--- src/design/plce_pkg.sv ---
// ----------------------------------------------------------------------------
// plce_pkg: shared types and constants of the piecewise-linear curve evaluator
// Field widths, operation and register codes, and the command and status
// bundles that join the controller to the datapath.
// ----------------------------------------------------------------------------
package plce_pkg;

  localparam int POS_W     = 32;  // signed Q16.16 position
  localparam int VAL_W     = 16;  // unsigned curve value
  localparam int CNT_W     = 5;   // point_count register
  localparam int IDX_IN_W  = 4;   // point_index field
  localparam int CFG_IDX_W = 2;   // configuration register index
  localparam int DIFF_W    = POS_W + 1;      // position differences
  localparam int PROD_W    = DIFF_W + VAL_W; // value times difference
  localparam int DCNT_W    = $clog2(VAL_W);  // divider step counter

  localparam logic [VAL_W-1:0] EMPTY_VALUE_RST = 16'hFFFF;

  // operation codes of an input item
  localparam logic OP_LOAD = 1'b0;
  localparam logic OP_EVAL = 1'b1;

  // configuration register indexes
  localparam logic [CFG_IDX_W-1:0] REG_POINT_COUNT = 2'd0;
  localparam logic [CFG_IDX_W-1:0] REG_EMPTY_VALUE = 2'd1;

  typedef enum logic [1:0] {
    OUT_EMPTY = 2'd0,
    OUT_POINT = 2'd1,
    OUT_QUOT  = 2'd2
  } out_sel_e;

  typedef struct packed {
    logic     load_we;     // write the item's point into its slot
    logic     eval_start;  // latch the query, read slot 0
    logic     adv;         // current point becomes left point, read next slot
    logic     mul;         // form the weighted products and the divisor
    logic     add;         // sum the products, seed the divider
    logic     div_step;    // one quotient bit
    logic     out_en;      // present a result
    out_sel_e out_sel;
  } cmd_t;

  typedef struct packed {
    logic n_zero;    // no points in use
    logic n_one;     // exactly one point in use
    logic hit;       // point just read lies at or right of the query
    logic last;      // point just read is the last one in use
    logic div_last;  // divider on its final step
  } sts_t;

endpackage

--- src/design/plce_dp.sv ---
// ----------------------------------------------------------------------------
// plce_dp: datapath of the curve evaluator
// Point memory, configuration registers, search registers, the product
// stage and a bit-serial restoring divider.
// ----------------------------------------------------------------------------
module plce_dp
  import plce_pkg::*;
#(
  parameter int MAX_POINTS = 16
) (
  input  logic                 clk_i,
  input  logic                 rst_ni,
  input  cmd_t                 cmd_i,
  output sts_t                 sts_o,
  input  logic                 cfg_valid_i,
  input  logic [CFG_IDX_W-1:0] cfg_index_i,
  input  logic [VAL_W-1:0]     cfg_data_i,
  input  logic [IDX_IN_W-1:0]  point_index_i,
  input  logic [POS_W-1:0]     point_position_i,
  input  logic [VAL_W-1:0]     point_value_i,
  input  logic [POS_W-1:0]     query_position_i,
  output logic                 result_valid_o,
  output logic [VAL_W-1:0]     curve_value_o
);

  localparam int IDX_W = (MAX_POINTS > 2) ? $clog2(MAX_POINTS) : 1;
  localparam int AW    = (IDX_W > IDX_IN_W) ? IDX_W : IDX_IN_W;
  localparam int NB    = $clog2(MAX_POINTS + 1);
  localparam int NW    = (NB > CNT_W) ? NB : CNT_W;

  logic [POS_W-1:0] mem_pos [MAX_POINTS];
  logic [VAL_W-1:0] mem_val [MAX_POINTS];

  logic [CNT_W-1:0]  point_count_q;
  logic [VAL_W-1:0]  empty_value_q;
  logic [POS_W-1:0]  rd_pos_q, q_q, pl_q;
  logic [VAL_W-1:0]  rd_val_q, vl_q;
  logic [IDX_W-1:0]  idx_q;
  logic [PROD_W-1:0] prod_l_q, prod_r_q;
  logic [DIFF_W-1:0] den_q, rem_q, rem_d;
  logic [VAL_W-1:0]  quo_q, quo_d;
  logic [DCNT_W-1:0] div_cnt_q;
  logic              out_valid_q;
  logic [VAL_W-1:0]  out_value_q;

  logic [AW-1:0]     wr_ext;
  logic              wr_ok;
  logic [IDX_W-1:0]  rd_addr;
  logic [NW-1:0]     n_raw, n_eff;
  logic [DIFF_W-1:0] wl, wr, den;
  logic [PROD_W-1:0] num;
  logic [DIFF_W:0]   trial;
  logic [DIFF_W+1:0] sub;

  // slot decode; slots past the memory are dropped
  assign wr_ext = AW'(point_index_i);
  assign wr_ok  = ({{(32-IDX_IN_W){1'b0}}, point_index_i} < 32'(MAX_POINTS));
  assign rd_addr = cmd_i.eval_start ? '0 : (idx_q + IDX_W'(1));

  always_ff @(posedge clk_i) begin
    if (cmd_i.load_we && wr_ok) begin
      mem_pos[wr_ext[IDX_W-1:0]] <= point_position_i;
      mem_val[wr_ext[IDX_W-1:0]] <= point_value_i;
    end
    if (cmd_i.eval_start || cmd_i.adv) begin
      rd_pos_q <= mem_pos[rd_addr];
      rd_val_q <= mem_val[rd_addr];
    end
  end

  always_ff @(posedge clk_i or negedge rst_ni) begin
    if (!rst_ni) begin
      point_count_q <= '0;
      empty_value_q <= EMPTY_VALUE_RST;
    end else if (cfg_valid_i) begin
      if (cfg_index_i == REG_POINT_COUNT) begin
        point_count_q <= cfg_data_i[CNT_W-1:0];
      end
      if (cfg_index_i == REG_EMPTY_VALUE) begin
        empty_value_q <= cfg_data_i;
      end
    end
  end

  // points in use, capped at the memory depth
  assign n_raw = NW'(point_count_q);
  assign n_eff = (n_raw > NW'(MAX_POINTS)) ? NW'(MAX_POINTS) : n_raw;

  assign sts_o.n_zero   = (n_eff == '0);
  assign sts_o.n_one    = (n_eff == NW'(1));
  assign sts_o.hit      = ($signed(rd_pos_q) >= $signed(q_q));
  assign sts_o.last     = ((NW'(idx_q) + NW'(1)) == n_eff);
  assign sts_o.div_last = (div_cnt_q == DCNT_W'(VAL_W - 1));

  // differences are nonnegative once the search stops: pl < q <= pr
  assign wl  = {rd_pos_q[POS_W-1], rd_pos_q} - {q_q[POS_W-1], q_q};
  assign wr  = {q_q[POS_W-1], q_q} - {pl_q[POS_W-1], pl_q};
  assign den = {rd_pos_q[POS_W-1], rd_pos_q} - {pl_q[POS_W-1], pl_q};
  assign num = prod_l_q + prod_r_q;

  always_ff @(posedge clk_i) begin
    if (cmd_i.eval_start) begin
      q_q <= query_position_i;
    end
    if (cmd_i.adv) begin
      pl_q <= rd_pos_q;
      vl_q <= rd_val_q;
    end
    if (cmd_i.mul) begin
      prod_l_q <= PROD_W'(vl_q) * PROD_W'(wl);
      prod_r_q <= PROD_W'(rd_val_q) * PROD_W'(wr);
      den_q    <= den;
    end
  end

  always_ff @(posedge clk_i or negedge rst_ni) begin
    if (!rst_ni) begin
      idx_q <= '0;
    end else if (cmd_i.eval_start) begin
      idx_q <= '0;
    end else if (cmd_i.adv) begin
      idx_q <= idx_q + IDX_W'(1);
    end
  end

  // restoring division, one quotient bit per cycle; quotient fits VAL_W bits
  assign trial = {rem_q, quo_q[VAL_W-1]};
  assign sub   = {1'b0, trial} - {2'b00, den_q};

  always_comb begin
    if (!sub[DIFF_W+1]) begin
      rem_d = sub[DIFF_W-1:0];
      quo_d = {quo_q[VAL_W-2:0], 1'b1};
    end else begin
      rem_d = trial[DIFF_W-1:0];
      quo_d = {quo_q[VAL_W-2:0], 1'b0};
    end
  end

  always_ff @(posedge clk_i) begin
    if (cmd_i.add) begin
      rem_q <= num[PROD_W-1:VAL_W];
      quo_q <= num[VAL_W-1:0];
    end else if (cmd_i.div_step) begin
      rem_q <= rem_d;
      quo_q <= quo_d;
    end
  end

  always_ff @(posedge clk_i or negedge rst_ni) begin
    if (!rst_ni) begin
      div_cnt_q <= '0;
    end else if (cmd_i.add) begin
      div_cnt_q <= '0;
    end else if (cmd_i.div_step) begin
      div_cnt_q <= div_cnt_q + DCNT_W'(1);
    end
  end

  always_ff @(posedge clk_i or negedge rst_ni) begin
    if (!rst_ni) begin
      out_valid_q <= 1'b0;
    end else begin
      out_valid_q <= cmd_i.out_en;
    end
  end

  always_ff @(posedge clk_i) begin
    if (cmd_i.out_en) begin
      case (cmd_i.out_sel)
        OUT_EMPTY: out_value_q <= empty_value_q;
        OUT_POINT: out_value_q <= rd_val_q;
        OUT_QUOT:  out_value_q <= quo_q;
        default:   out_value_q <= empty_value_q;
      endcase
    end
  end

  assign result_valid_o = out_valid_q;
  assign curve_value_o  = out_value_q;

endmodule

--- src/design/plce_ctrl.sv ---
// ----------------------------------------------------------------------------
// plce_ctrl: controller of the curve evaluator
// Sequences the point search, the product stage and the divider.
// ----------------------------------------------------------------------------
module plce_ctrl
  import plce_pkg::*;
(
  input  logic clk_i,
  input  logic rst_ni,
  input  logic start_i,
  input  logic op_i,
  input  sts_t sts_i,
  output cmd_t cmd_o,
  output logic busy_o
);

  localparam logic [2:0] S_IDLE  = 3'd0;
  localparam logic [2:0] S_FIRST = 3'd1;
  localparam logic [2:0] S_SCAN  = 3'd2;
  localparam logic [2:0] S_ADD   = 3'd3;
  localparam logic [2:0] S_DIV   = 3'd4;
  localparam logic [2:0] S_DONE  = 3'd5;

  logic [2:0] state_q, state_d;

  always_comb begin
    state_d = state_q;
    cmd_o   = '0;
    cmd_o.out_sel = OUT_EMPTY;
    case (state_q)
      S_IDLE: begin
        if (start_i) begin
          if (op_i == OP_LOAD) begin
            cmd_o.load_we = 1'b1;
          end else if (sts_i.n_zero) begin
            cmd_o.out_en  = 1'b1;
            cmd_o.out_sel = OUT_EMPTY;
          end else begin
            cmd_o.eval_start = 1'b1;
            state_d = S_FIRST;
          end
        end
      end
      S_FIRST: begin
        if (sts_i.n_one || sts_i.hit) begin
          cmd_o.out_en  = 1'b1;
          cmd_o.out_sel = OUT_POINT;
          state_d = S_IDLE;
        end else begin
          cmd_o.adv = 1'b1;
          state_d = S_SCAN;
        end
      end
      S_SCAN: begin
        if (sts_i.hit) begin
          cmd_o.mul = 1'b1;
          state_d = S_ADD;
        end else if (sts_i.last) begin
          cmd_o.out_en  = 1'b1;
          cmd_o.out_sel = OUT_POINT;
          state_d = S_IDLE;
        end else begin
          cmd_o.adv = 1'b1;
        end
      end
      S_ADD: begin
        cmd_o.add = 1'b1;
        state_d = S_DIV;
      end
      S_DIV: begin
        cmd_o.div_step = 1'b1;
        if (sts_i.div_last) begin
          state_d = S_DONE;
        end
      end
      S_DONE: begin
        cmd_o.out_en  = 1'b1;
        cmd_o.out_sel = OUT_QUOT;
        state_d = S_IDLE;
      end
      default: begin
        state_d = S_IDLE;
      end
    endcase
  end

  always_ff @(posedge clk_i or negedge rst_ni) begin
    if (!rst_ni) begin
      state_q <= S_IDLE;
    end else begin
      state_q <= state_d;
    end
  end

  assign busy_o = (state_q != S_IDLE);

endmodule

--- src/design/piecewise_linear_curve_eval.sv ---
// ----------------------------------------------------------------------------
// piecewise_linear_curve_eval: piecewise-linear curve lookup
// Holds up to MAX_POINTS control points and evaluates the curve at a query
// position, clamping outside the points and interpolating between them.
// ----------------------------------------------------------------------------
//
//   channel   handshake                 payload
//   -------   -----------------------   -----------------------------------
//   input     start_i, busy_o           op_i, point_index_i, point_position_i,
//                                       point_value_i, query_position_i
//   result    result_valid_o (strobe)   curve_value_o
//   config    cfg_valid_i, cfg_ready_o  cfg_index_i, cfg_data_i
//
// A load returns nothing. An evaluate with no points in use returns
// empty_value in the cycle after acceptance. Otherwise the search reads
// the points in turn from slot 0; one point in use, a query at or left of
// the first point, or a query beyond the last returns that point's value.
// A query between points takes a product step, a sum step, the divider
// steps and an output step.
// Reset clears control state and the configuration registers; the point
// memory keeps its contents and needs no clearing. Results are strobed for
// one cycle: the receiver cannot stall the block.
// ----------------------------------------------------------------------------
module piecewise_linear_curve_eval
  import plce_pkg::*;
#(
  parameter int MAX_POINTS = 16
) (
  input  logic                 clk_i,
  input  logic                 rst_ni,
  // input item channel
  input  logic                 start_i,
  output logic                 busy_o,
  input  logic                 op_i,
  input  logic [IDX_IN_W-1:0]  point_index_i,
  input  logic [POS_W-1:0]     point_position_i,
  input  logic [VAL_W-1:0]     point_value_i,
  input  logic [POS_W-1:0]     query_position_i,
  // result channel
  output logic                 result_valid_o,
  output logic [VAL_W-1:0]     curve_value_o,
  // configuration write channel
  input  logic                 cfg_valid_i,
  output logic                 cfg_ready_o,
  input  logic [CFG_IDX_W-1:0] cfg_index_i,
  input  logic [VAL_W-1:0]     cfg_data_i
);

  cmd_t cmd;
  sts_t sts;

  // registers take a write in any cycle; user writes must come only while idle
  assign cfg_ready_o = 1'b1;

  // controller: accept items, walk the search, sequence the divider
  plce_ctrl u_ctrl (
    .clk_i   (clk_i),
    .rst_ni  (rst_ni),
    .start_i (start_i),
    .op_i    (op_i),
    .sts_i   (sts),
    .cmd_o   (cmd),
    .busy_o  (busy_o)
  );

  // datapath: point memory, config registers, products and divider
  plce_dp #(
    .MAX_POINTS (MAX_POINTS)
  ) u_dp (
    .clk_i            (clk_i),
    .rst_ni           (rst_ni),
    .cmd_i            (cmd),
    .sts_o            (sts),
    .cfg_valid_i      (cfg_valid_i),
    .cfg_index_i      (cfg_index_i),
    .cfg_data_i       (cfg_data_i),
    .point_index_i    (point_index_i),
    .point_position_i (point_position_i),
    .point_value_i    (point_value_i),
    .query_position_i (query_position_i),
    .result_valid_o   (result_valid_o),
    .curve_value_o    (curve_value_o)
  );

endmodule

--- config.mk ---
export PLATFORM = sky130hd
export DESIGN_NAME = piecewise_linear_curve_eval
export DESIGN_NICKNAME = d
export VERILOG_FILES = /design/src/design/plce_pkg.sv /design/src/design/plce_dp.sv /design/src/design/plce_ctrl.sv /design/src/design/piecewise_linear_curve_eval.sv
export SDC_FILE = /design/constraint.sdc
export NUM_CORES = 2
export LEC_CHECK = 0
export BUFFER_PORTS_ARGS = -buffer_cell sky130_fd_sc_hd__buf_2
export CORE_MARGIN = 1.5
export CORE_UTILIZATION = 50
export DETAILED_ROUTE_END_ITERATION = 8
export MAX_ROUTING_LAYER = met4
export PLACE_DENSITY = 0.74
export REMOVE_ABC_BUFFERS = 1
export SLEW_MARGIN = 20
export SYNTH_ARGS = -nofsm -noshare
export SYNTH_HDL_FRONTEND = slang
export SYNTH_HIERARCHICAL = 1
export SYNTH_SLANG_ARGS = --single-unit
--- constraint.sdc ---
create_clock -name clk_i -period 10.4 [get_ports clk_i]
set_input_delay 1.04 -clock clk_i [delete_from_list [all_inputs] [get_ports clk_i]]
set_output_delay 1.04 -clock clk_i [all_outputs]
set_load 0.05 [all_outputs]
======== Word-level counts from Yosys, hierarchy flattened ========
Memory sizes are Yosys's and may differ from the RTL's. A register that Yosys moved wholly into a read port is not among the register bits.
Index checks and enable logic that the tools add are counted.
word-level totals
  register bits ........................... 309
  RAM bits ................................ 768
  input port bits ......................... 107
  output and inout bits ................... 19
  logic and storage cells ................. 99
  memories ................................ 2
memory list
  memory        depth  bits a word  read ports  clocked after Yosys merged registers in  write ports  line           source
  u_dp.mem_pos  16     32           1           1                                        1            plce_dp.sv:31  logic [POS_W-1:0] mem_pos [MAX_POINTS];
  u_dp.mem_val  16     16           1           1                                        1            plce_dp.sv:32  logic [VAL_W-1:0] mem_val [MAX_POINTS];
cells by class
  add/sub/neg operators ................... 8
  $mul .................................... 2
  magnitude comparators ................... 2
  equality and inequality tests ........... 16
  mux-type cells .......................... 43
  reduce and logical (&&, ||, !) cells .... 11
operator list
  cell                 number
  $mux 33              3
  $sub 32x32->33       3
  $mul 16x33->49       2
  $add 49x49->49       1
  $mux 3               12
  $sub 34x33->35       1
  $ge 32x32->1         1
  $mux 16              2
  $pmux 16 s2          1
  $mux 4               5
  $pmux 3 s5           1
  $mux 1               13
  $pmux 3 s4           1
  $add 4x1->4 const B  2
  $ne 2x2->1 const B   4
  $eq 3x2->1 const B   2
  $eq 3x3->1 const B   2
  $mux 2               3
  $add 4x1->5 const B  1
  $eq 5x1->1 const B   1
  $eq 5x5->1           1
  $gt 5x5->1 const B   1
  $logic_not 5->1      1
  $mux 5               1
  other kinds (13)     17

======== Depth between registers and ports, before layout ========
  depth after elaboration ................. 9
  mapped depth ............................ 40
  depth with buffers taken out ............ 40

======== Modules after synthesis ========
Netlist, hierarchy kept.
modules (own cells, without submodules)
  module                       instances  cells each  area each (µm²)  sequential area each (µm²)
  plce_dp                      1          7398        83830.4          33562.2
  plce_ctrl                    1          34          300.3            75.1
  piecewise_linear_curve_eval  1          2           11.3             0.0

======== Least setup slack after synthesis ========
OpenSTA, ideal clock, no wires.
  path kind ............................... reg2reg
  start ................................... register u_dp.q_q[1]
  end ..................................... register u_dp.den_q[0] (enable)
  library setup time ...................... 0.623 ns
  arrival ................................. 8.229 ns
  data required time ...................... 9.777 ns
  slack ................................... 1.548 ns
  cell stages (with the launch flop) ...... 17
  buffers on the path ..................... 0
  clock period less this slack ............ 8.852 ns
  cells stage by stage .................... edfxtp_1 inv_1 ha_1 nor2b_1 o21a_1 o21ai_0 nand2_1 a31oi_1 o21ai_1 a21oi_1 o211ai_1 nand3_1 nand2_1 nand4_1 a32oi_1 nand2_1 nor2_1
RTL lines
  item                      line            source
  start: declaration        plce_dp.sv:36   logic [POS_W-1:0] rd_pos_q, q_q, pl_q;
  start signal: assignment  plce_dp.sv:103  q_q <= query_position_i;
  end signal: assignment    plce_dp.sv:112  den_q <= den;
  end: declaration          plce_dp.sv:40   logic [DIFF_W-1:0] den_q, rem_q, rem_d;

======== Final worst setup path ========
  start ................................... register u_dp.rd_pos_q[0] (read register of u_dp.mem_pos)
  end ..................................... register u_dp.prod_l_q[42], data pin
between the ends
  longest elaborated chain between the ends .. 2
ends and longest elaborated chain
  item                    line            source
  start: declaration      plce_dp.sv:36
  $sub 32x32->33          plce_dp.sv:96   assign wl = {rd_pos_q[POS_W-1], rd_pos_q} - {q_q[POS_W-1], q_q};
  $mul 16x33->49          plce_dp.sv:110  prod_l_q <= PROD_W'(vl_q) * PROD_W'(wl);
  end signal: assignment  plce_dp.sv:110
  end: declaration        plce_dp.sv:39   logic [PROD_W-1:0] prod_l_q, prod_r_q;
Every way passes these cells.
A chain may end at the register's enable or synchronous reset.

==> results.md <==
Synth:
- The number of synthesized flops with an enable pin is 1092.
- Of all flip-flops after synthesis, the portion carrying an async set or reset was 2.93%.
- The netlist uses 86 different library cells.
- Summing every instance area after synthesis gives 84100 um^2.
- The share of synthesized area occupied by flip-flops and latches is 40.0%.
- The average size of a mapped cell is 11.3 um^2.
- The warning count from the yosys run is 6.
- The prevailing post-synth register cell is sky130_fd_sc_hd__edfxtp_1.
- The register bit total from synthesis is 1125.
- The synthesized instance count is 7434.

Routing:
- The routed wirelength normalized by instance count is 22.3 um.
- After the first detailed-routing iteration, the DRC count stood at 5179.
- The average vias per placed instance is 5.81.
- In this run the remaining antenna-violating nets after routing total 0.
- The routed layout has 56800 vias.
- For this run, design rule violations remaining after detail routing come to 0.
- After detailed routing, the total wire length is 218 mm.
- The first detailed-routing pass took 5 iterations.

Placed design:
- At the end of routability-driven placement, the weighted congestion stood at 0.939.
- The total of buffers placed on input and output ports is 124.
- The number of placed instances with taps included is 9562.
- The detailed placer's ending HPWL is 153 mm.

Global route:
- The number of antenna violations at the first check in global routing is 30.
- The number of global-route vias before repair is 58300.
- The overflow left after global routing is 0.
- The combined global-route utilization of all metal layers is 26.6%.
- The first global-routing pass estimated 337 mm of wire.
- Entering global routing, the biggest net connects 142 pins.

Cells and area:
- From synthesis to final layout, the design area changed by 8.49%.
- The post-route netlist has 8.07% of its cells at a drive strength greater than 1.
- The count of cells in the finished layout, fillers not included, comes to 9781.
- Cells fill 54.6% of the core in the end.
- The number of nets in the layout is 8871.
- The layout has 13700 filler cells.
- In the final layout, flip-flops and latches occupy 33600 um^2.
- The area taken by multi-input logic gates is 45500 um^2.

Worst setup path:
- The end of the worst register-to-register path is u_dp/prod_l_q[42]$_DFFE_PP_.
- On the worst path, the slowest cell contributes a delay of 0.70 ns.
- The standard cell with the maximum stage delay on the critical path is sky130_fd_sc_hd__nor2_1.
- The worst setup path is captured at a register.
- The data arrival time of the critical path is 10.40 ns.
- In this run the worst setup path begins at u_dp/rd_pos_q[0]$_DFFE_PP_.
- The cell with the most instances on the worst path is sky130_fd_sc_hd__fa_1.
- The minimum setup slack among reg-to-reg paths is 0.48 ns.
- The worst setup path is launched from a register.
- Of all nets on the critical path, the largest fanout is 7.
- The startpoint of the worst-slack reg-to-reg timing path is u_dp/rd_pos_q[0]$_DFFE_PP_.
- In this run the worst setup path terminates at u_dp/prod_l_q[42]$_DFFE_PP_.
- For the worst flop-to-flop path, the logic depth is 35.
- The required arrival time at the worst endpoint is 10.88 ns.
- The type of the worst setup path is register to register.

STA:
- Setup repair after global routing left no endpoint under its margin.
- The count of final setup violators is 0.
- The number of slew-limit violations in the final report is 0.
- At the pin with the least slew margin, the transition time is 1.24 ns.
- The share of the clock period used by the worst path is 95.4%.
- The clock arrives with 0.0838 ns of skew.
- The maximum clock frequency is 0.101 GHz.
- The worst relative slew slack is 17.1%.
- The count of final hold-check violations is 0.
- The final critical delay including setup and external delays is 9.92 ns.

Die:
- The die is 413 um wide.
- The total die area is 171000 um^2.
- The effective utilization at floorplan is 50.3%.
- The total area inside the core boundary comes to 167000 um^2.
- The floorplan step set the die height to 413 um.
- The number of I/O pins is 126.
- The number of rows in the core area is 150.

Worst hold path:
- The path class of the tightest hold or removal check is primary input to async pin.

Run:
- The number of max-capacitance violations reported is 0.

CTS:
- After clock tree synthesis, the clock-pin slew on the worst setup and hold paths is 0.06 ns.
- The clock tree root buffer cell is sky130_fd_sc_hd__clkbuf_16.
- The number of clock buffers inserted by TritonCTS is 110.
- The number of setup buffers added after CTS is 0.
- TritonCTS built the clock tree.
- The clock latency at the later pin of the worst-skew pair is 0.76 ns.
- The clock sink count is 1125.
- No sink is reached through more buffers than the 3 on the longest clock path.
- The clock tree synthesis step divided the H-tree into 3 levels.

Status:
- The run finished with clean final reports.
-- per-layer routing --
layer | vias up | track usage (%) | wire, um
li1 | 25200 | - | -
met3 | 484 | 4.10 | 16600
met2 | 2456 | 42.1 | 104000
met1 | 28700 | 34.4 | 88400
met5 | - | - | 0
met4 | 0 | 10.5 | 9250
-- placed cells by master, fill, tap and decap left out, drive strengths merged, types with 50 or more instances in the layout --
cell type	n
a21o	134
a31oi	71
a211oi	175
mux4	50
nand2b	58
xor2	85
buf	273
mux2i	201
o21ai	159
a311oi	56
nor2	190
clkbuf	124
ha	424
inv	1037
nor2b	188
edfxtp	1092
nand3	60
a21oi	313
nand2	961
and2	351
xnor2	167
fa	869
-- area by class of cell --
class,count,area share (%)
sequential,1125,36.9
clock buffer,124,3.14
multi-input combinational,4931,49.9
tap,2204,3.02
inverter,1030,4.24
antenna,21,0.0576
clock inverter,73,0.844
timing repair buffer,273,1.96
-- worst min-delay path by stage --
stage                                          start  slack, ns                       endpoint  depth (start not counted)
final                                         rst_ni       0.37  u_dp/result_valid_o$_DFF_PN0_                          1
after global routing                          rst_ni       0.42  u_dp/result_valid_o$_DFF_PN0_                          1
after CTS                                     rst_ni       0.36  u_dp/result_valid_o$_DFF_PN0_                          1
after detailed placement  u_dp/rd_pos_q[0]$_DFFE_PP_       0.45         u_dp/pl_q[0]$_DFFE_PP_                          0
after global placement    u_dp/rd_pos_q[0]$_DFFE_PP_       0.44         u_dp/pl_q[0]$_DFFE_PP_                          0
after floorplan           u_dp/rd_pos_q[0]$_DFFE_PP_       0.43         u_dp/pl_q[0]$_DFFE_PP_                          0
-- registers in the layout, summed over array words and instances (netlist names), 32 cells and up --
name and cells:
u_dp/pl_q 32, u_dp/mem_pos 512, u_dp/rd_pos_q 32, u_dp/prod_l_q 49, u_dp/den_q 33, u_dp/prod_r_q 49, u_dp/rem_q 33, u_dp/mem_val 256
u_dp/q_q 32
-- cells in the mapped netlist (11+ instances only) --
master                     count  area [um^2]
sky130_fd_sc_hd__nand3_1      60          300
sky130_fd_sc_hd__o21bai_1     31          233
sky130_fd_sc_hd__mux4_2       50         1130
sky130_fd_sc_hd__a211oi_1    175         1310
sky130_fd_sc_hd__nand2_1     961         3610
sky130_fd_sc_hd__edfxtp_1   1092        32800
sky130_fd_sc_hd__xnor2_1     167         1460
sky130_fd_sc_hd__a21oi_1     312         1560
sky130_fd_sc_hd__and2_1      351         2200
sky130_fd_sc_hd__nor2b_1     188         1180
sky130_fd_sc_hd__nand2b_1     58          363
sky130_fd_sc_hd__inv_1      1030         3870
sky130_fd_sc_hd__a21o_1      134         1010
sky130_fd_sc_hd__o31ai_1      11         82.6
sky130_fd_sc_hd__buf_1        15         56.3
sky130_fd_sc_hd__and3_1       44          275
sky130_fd_sc_hd__mux2_2       32          360
sky130_fd_sc_hd__a22oi_1      22          165
sky130_fd_sc_hd__clkbuf_1    323         1210
sky130_fd_sc_hd__a311oi_1     56          490
sky130_fd_sc_hd__o211ai_1     15          113
sky130_fd_sc_hd__mux2i_1     201         2010
sky130_fd_sc_hd__nor2_1      190          713
sky130_fd_sc_hd__xor2_1       85          744
sky130_fd_sc_hd__fa_1        869        17400
sky130_fd_sc_hd__o21a_1       28          210
sky130_fd_sc_hd__ha_1        424         5310
sky130_fd_sc_hd__nand4_1      34          213
sky130_fd_sc_hd__nor3_1       33          165
sky130_fd_sc_hd__a31oi_1      71          444
sky130_fd_sc_hd__dfstp_2      16          420
sky130_fd_sc_hd__dfrtp_1      17          425
sky130_fd_sc_hd__o21ai_1      18         90.1
sky130_fd_sc_hd__o21ai_0     139          696
-- worst max-delay path, delay by kind of cell, from the launching register on --
family | cells | cell delay, ns
AOI/OAI and AO/OA | 13 | 3.45
xor gates and xnor gates | 1 | 0.18
adders and majority gates | 9 | 4.06
buffers and inverters | 6 | 0.31
DFF | 1 | 0.35
and+or+nand+nor | 6 | 1.34
-- cell families (layout without fill, tap and decap cells) --
kind of cell	count (synthesis)	after routing	share of synthesized area (%)
DFF	1125	1125	40.0
other	1	22	0.00446
adders and majority gates	1293	1293	27.0
muxes	283	283	4.16
AOI/OAI and AO/OA	1123	1123	8.84
buffers and inverters	1378	1500	6.18
xor gates and xnor gates	252	252	2.62
and+or+nand+nor	1979	1979	11.2
-- stage by stage --
stage	instance area, um^2	setup slack, ns	hold WS [ns]	setup TNS (ns)
final	91300	0.476	0.375	0
after global routing	91300	0.0184	0.421	0
after CTS	91200	0.291	0.356	0
after detailed placement	87500	0.296	0.451	0
after global placement	87500	0.633	0.437	0
after floorplan	82800	-15.13	0.426	-860.02
-- what timing repair did --
item	4_1_cts	5_1_grt
setup endpoints to repair	0	5
hold buffers	0	0
gates resized for setup	0	7
Power is left out: the tool's default activity adds up to more than one toggle a clock period on the data nets, which glitch-free logic cannot reach.
